### config.mk
export PLATFORM = sky130hd
export DESIGN_NAME = qrs_sqrt
export DESIGN_NICKNAME = d
export VERILOG_FILES = /design/src/rtl/core/qrs_pkg.sv /design/src/rtl/core/qrs_sqrt.sv
export SDC_FILE = /design/constraint.sdc
export NUM_CORES = 2
export LEC_CHECK = 0
export BUFFER_PORTS_ARGS = -buffer_cell sky130_fd_sc_hd__buf_2
export CORE_UTILIZATION = 55
export DETAILED_ROUTE_END_ITERATION = 8
export PLACE_DENSITY = 0.71
export SYNTH_ARGS = -nofsm -noshare
export SYNTH_HDL_FRONTEND = slang
export SYNTH_MEMORY_MAX_BITS = 65536
export SYNTH_SLANG_ARGS = --single-unit
### constraint.sdc
create_clock -name i_clk -period 4.15 [get_ports i_clk]
set_input_delay 0.415 -clock i_clk [delete_from_list [all_inputs] [get_ports i_clk]]
set_output_delay 0.415 -clock i_clk [all_outputs]
set_load 0.02 [all_outputs]
### src/rtl/core/qrs_pkg.sv
// Shared constants and types for the quadratic root solver.
package qrs_pkg;

    localparam int COEF_W     = 32;
    localparam int IN_DATA_W  = 3 * COEF_W;
    localparam int OUT_DATA_W = 72;
    localparam int OUT_USER_W = 3;
    localparam int CFG_IDX_W  = 1;
    localparam int LIMIT_W    = 31;

    // restoring divider: 64-bit dividend, 33-bit divisor, one quotient bit per stage
    localparam int DIV_NUM_W  = 64;
    localparam int DIV_DEN_W  = 33;
    localparam int DIV_STAGES = DIV_NUM_W;

    // square root: one root bit per stage
    localparam int SQ_ROOT_W  = 34;
    localparam int SQ_RAD_W   = 2 * SQ_ROOT_W;
    localparam int SQ_REM_W   = SQ_ROOT_W + 3;
    localparam int SQ_STEPS   = SQ_ROOT_W;

    localparam int DISC_W     = 67;
    localparam int RES_W      = 96;

    // clamp and residual stages after the root dividers
    localparam int TAIL_N     = 7;

    localparam logic [CFG_IDX_W-1:0] CFG_CHECK_EN = 1'b0;
    localparam logic [CFG_IDX_W-1:0] CFG_LIMIT    = 1'b1;

    typedef enum logic [OUT_USER_W-1:0] {
        KIND_NONE    = 3'd0,
        KIND_LINEAR  = 3'd1,
        KIND_ZERO    = 3'd2,
        KIND_DOUBLE  = 3'd3,
        KIND_TWO     = 3'd4,
        KIND_NO_REAL = 3'd5
    } t_kind;

endpackage

### src/rtl/core/qrs_sqrt.sv
// Pipelined integer square root, one root bit per stage.
module qrs_sqrt import qrs_pkg::*; (
    input  logic                 i_clk,
    input  logic                 i_en,
    input  logic [SQ_RAD_W-1:0]  i_rad,
    output logic [SQ_ROOT_W-1:0] o_root
);

    logic [SQ_REM_W-1:0]  r_rem  [SQ_STEPS];
    logic [SQ_RAD_W-1:0]  r_rad  [SQ_STEPS];
    logic [SQ_ROOT_W-1:0] r_root [SQ_STEPS];

    for (genvar k = 0; k < SQ_STEPS; k++) begin : g_step
        logic [SQ_REM_W-1:0]  w_rem_p;
        logic [SQ_RAD_W-1:0]  w_rad_p;
        logic [SQ_ROOT_W-1:0] w_root_p;
        logic [SQ_REM_W-1:0]  w_sh;
        logic [SQ_REM_W-1:0]  w_trial;
        logic [SQ_REM_W:0]    w_diff;

        if (k == 0) begin : g_first
            assign w_rem_p  = '0;
            assign w_rad_p  = i_rad;
            assign w_root_p = '0;
        end else begin : g_next
            assign w_rem_p  = r_rem[k-1];
            assign w_rad_p  = r_rad[k-1];
            assign w_root_p = r_root[k-1];
        end

        // remainder stays below 2*root+1, so the two dropped bits are zero
        assign w_sh    = {w_rem_p[SQ_REM_W-3:0], w_rad_p[SQ_RAD_W-1 -: 2]};
        assign w_trial = {{(SQ_REM_W-SQ_ROOT_W-2){1'b0}}, w_root_p, 2'b01};
        assign w_diff  = {1'b0, w_sh} - {1'b0, w_trial};

        always_ff @(posedge i_clk) begin
            if (i_en) begin
                r_rad[k] <= {w_rad_p[SQ_RAD_W-3:0], 2'b00};
                if (!w_diff[SQ_REM_W]) begin
                    r_rem[k]  <= w_diff[SQ_REM_W-1:0];
                    r_root[k] <= {w_root_p[SQ_ROOT_W-2:0], 1'b1};
                end else begin
                    r_rem[k]  <= w_sh;
                    r_root[k] <= {w_root_p[SQ_ROOT_W-2:0], 1'b0};
                end
            end
        end
    end

    assign o_root = r_root[SQ_STEPS-1];

endmodule

==> flow_metrics.env <==
export IMPL_die_w_um=489
export IMPL_finalHoldViolCount=0
export IMPL_gp_congestion=0.947
export IMPL_path_class="reg2reg"
export IMPL_fin_setup_tns_ns=0
export IMPL_first_iter_violations=5741
export IMPL_synth_cells=10106
export IMPL_vias=78706
export IMPL_r2r_slack_ns=0.28
export IMPL_seq_area_um2=84600
export IMPL_critPathMaxFanout=27
export IMPL_hp_class="in2reg"
export IMPL_rsz0062_at_grt="no"
export IMPL_grt_pass1_vias=78330
export IMPL_syn_to_final_growth_pct=11.8
export IMPL_vias_per_cell=5.68
export IMPL_syn_nets=10776
export IMPL_cts_root_buf="clkbuf_16"
export IMPL_setup_violations=0
export IMPL_synth_top_cell_by_area="edfxtp_1"
export IMPL_synth_most_common_cell="edfxtp_1"
export IMPL_ir_drop_uv=549
export IMPL_multi_input_area_um2=42100
export IMPL_ant_nets=0
export IMPL_slew_headroom_pct=27.1
export IMPL_fin_skew_ns=0.0860
export IMPL_report_final_slew_viol_count=0
export IMPL_tightest_slew_ns=1.09
export IMPL_power_density_cell_area_nw_per_um2=561
export IMPL_synth_top_area_share_pct=64.8
export IMPL_pin_count=104
export IMPL_dp_hpwl_mm=184
export IMPL_nFillCells=18000
export IMPL_clockBufferDepth=4
export IMPL_die_height_um=489
export IMPL_drv_cap=0
export IMPL_yosys_top_cells_count="2818 x edfxtp_1, 870 x nand2_1, 775 x inv_1, 654 x o21ai_0, 600 x ha_1"
export IMPL_cts_hold_buf=70
export IMPL_cts_setup_buffers=0
export IMPL_cts_sinks=2819
export IMPL_required_ns=4.79
export IMPL_wire_per_inst_um=18.7
export IMPL_syn_area_um2=131000
export IMPL_min_period_over_period_pct=93.4
export IMPL_pre_cts_ws_ns=0.371
export IMPL_leakage_nw=55.7
export IMPL_cts_made_buffers=311
export IMPL_initial_core_util_pct=55.4
export IMPL_drive_above_1_share_pct=7.57
export IMPL_ys_async_sr_fraction_pct=0
export IMPL_ys_seq_area_share_pct=64.8
export IMPL_cts_tree="yes"
export IMPL_synth_area_leaders="edfxtp_1 65%, ha_1 5.8%, xor2_1 3.2%"
export IMPL_drcViolationCount=0
export IMPL_grt_overflow=0
export IMPL_dieArea_um2=239000
export IMPL_portBuffers=103
export IMPL_crit_path_start_kind="flop"
export IMPL_antenna_found_initial=3
export IMPL_core_um2=236000
export IMPL_grt_max_degree=180
export IMPL_h_tree_depth=5
export IMPL_rows=178
export IMPL_grt_usage_pct=21.7
export IMPL_setup_ws_ns=0.276
export IMPL_ys_flop_type="edfxtp_1"
export IMPL_cts_resized=0
export IMPL_grt_pass1_wl_mm=413
export IMPL_clkLatencyLatePin_ns=0.95
export IMPL_status="complete, no violations"
export IMPL_syn_avg_cell_area_um2=12.9
export IMPL_drt_total_wl_mm=259
export IMPL_endpoint_kind="flop"
export IMPL_ys_ff_latch=2819
export IMPL_final_min_clock_period_ns=3.87
export IMPL_synthDistinctLibCells=95
export IMPL_synth_edf_count=2818
export IMPL_fin_nets=11147
export IMPL_cp_arrival_ns=4.52
export IMPL_clk_pin_slew_worst_paths_ns=0.06
export IMPL_dr_pass1_iters=6
export IMPL_fmax_mhz=258
export IMPL_synth_warnings=0
where the power goes:
part | switching [W] | total, W | leakage [nW] | internal (W)
Clock | 0.0107 | 0.0269 | 4.85 | 0.0162
Combinational | 0.00951 | 0.0165 | 23.7 | 0.00697
Sequential | 0.00240 | 0.0384 | 27.2 | 0.0360
metal layers:
layer  part of all wire, %  global-route usage [%]  vias to the layer above
met5                0.0050                       0                        -
met4                   3.7                    8.38                        2
met3                   3.9                    2.72                      619
met2                    51                    38.7                     1882
met1                    41                    26.7                    38193
li1                      -                       -                    38010
per-stage QoR:
stage / cells / area (µm²) / hold slack [ns] / utilization [%] / power [W]
after floorplan: 10106 / 131000 / 0.400 / - / 0.0503
after global placement: 13244 / 135000 / 0.400 / 57.4 / 0.0548
after detailed placement: 13244 / 135000 / 0.405 / 57.4 / 0.0553
after CTS: 13850 / 146000 / 0.106 / 61.9 / 0.0825
after global routing: 13851 / 146000 / 0.124 / 61.9 / 0.0858
final: 13852 / 146000 / 0.179 / 61.9 / 0.0818
state kept, by name, indices dropped and copies added, names as in the netlist:
register	count
r_root	595
r_rad	1122
r_rem	1102
critical path, cell delays in order (launching register included):
cell and delay (ns):
edfxtp_1 0.54, inv_1 0.09, ha_1 0.38, a21o_1 0.14, a21oi_1 0.09, a311o_1 0.41, o2111ai_1 0.37, a31oi_1 0.23
o21ai_0 0.32, nor2b_1 0.12, inv_2 0.39, a21boi_0 0.29, a31oi_1 0.08, o221a_2 0.16
layout by cell type, fill, tap and decap left out, drive strengths merged, types with 267 or more instances in the layout:
master     n
ha       600
xor2     480
nor2     490
xnor2    418
a21o     282
nor3     267
inv      784
edfxtp  2818
nand2    870
clkbuf   367
a21oi    499
o21ai    661
area by class of cell:
| class | count | share of cell area (%) |
|---|---|---|
| Timing Repair Buffer | 288 | 1.60 |
| Sequential cell | 2819 | 58.0 |
| Multi-Input combinational cell | 6278 | 28.9 |
| Clock buffer | 367 | 5.62 |
| Inverter | 779 | 2.00 |
| Antenna cell | 2 | 0.00343 |
| Clock inverter | 169 | 1.19 |
| Tap cell | 3150 | 2.70 |
worst paths after layout:
check | startpoint | to | cells past startpoint
min | i_rad[47] | r_rad[0][47] | 2
max reg2reg | r_root[30][3] | r_rem[15][68] | 13
max | r_root[30][3] | r_rem[15][68] | 13
min reg2reg | r_rad[12][61] | r_rad[13][63] | 0
kinds of logic after synthesis:
family | synth area share (%)
adders and majority gates | 5.75
xor gates and xnor gates | 6.03
DFF | 64.8
buffers and inverters | 2.93
and+or+nand+nor | 10.2
muxes | 0.559
AOI/OAI and AO/OA | 9.66
Note: power is estimated with default switching activity, not from simulation.
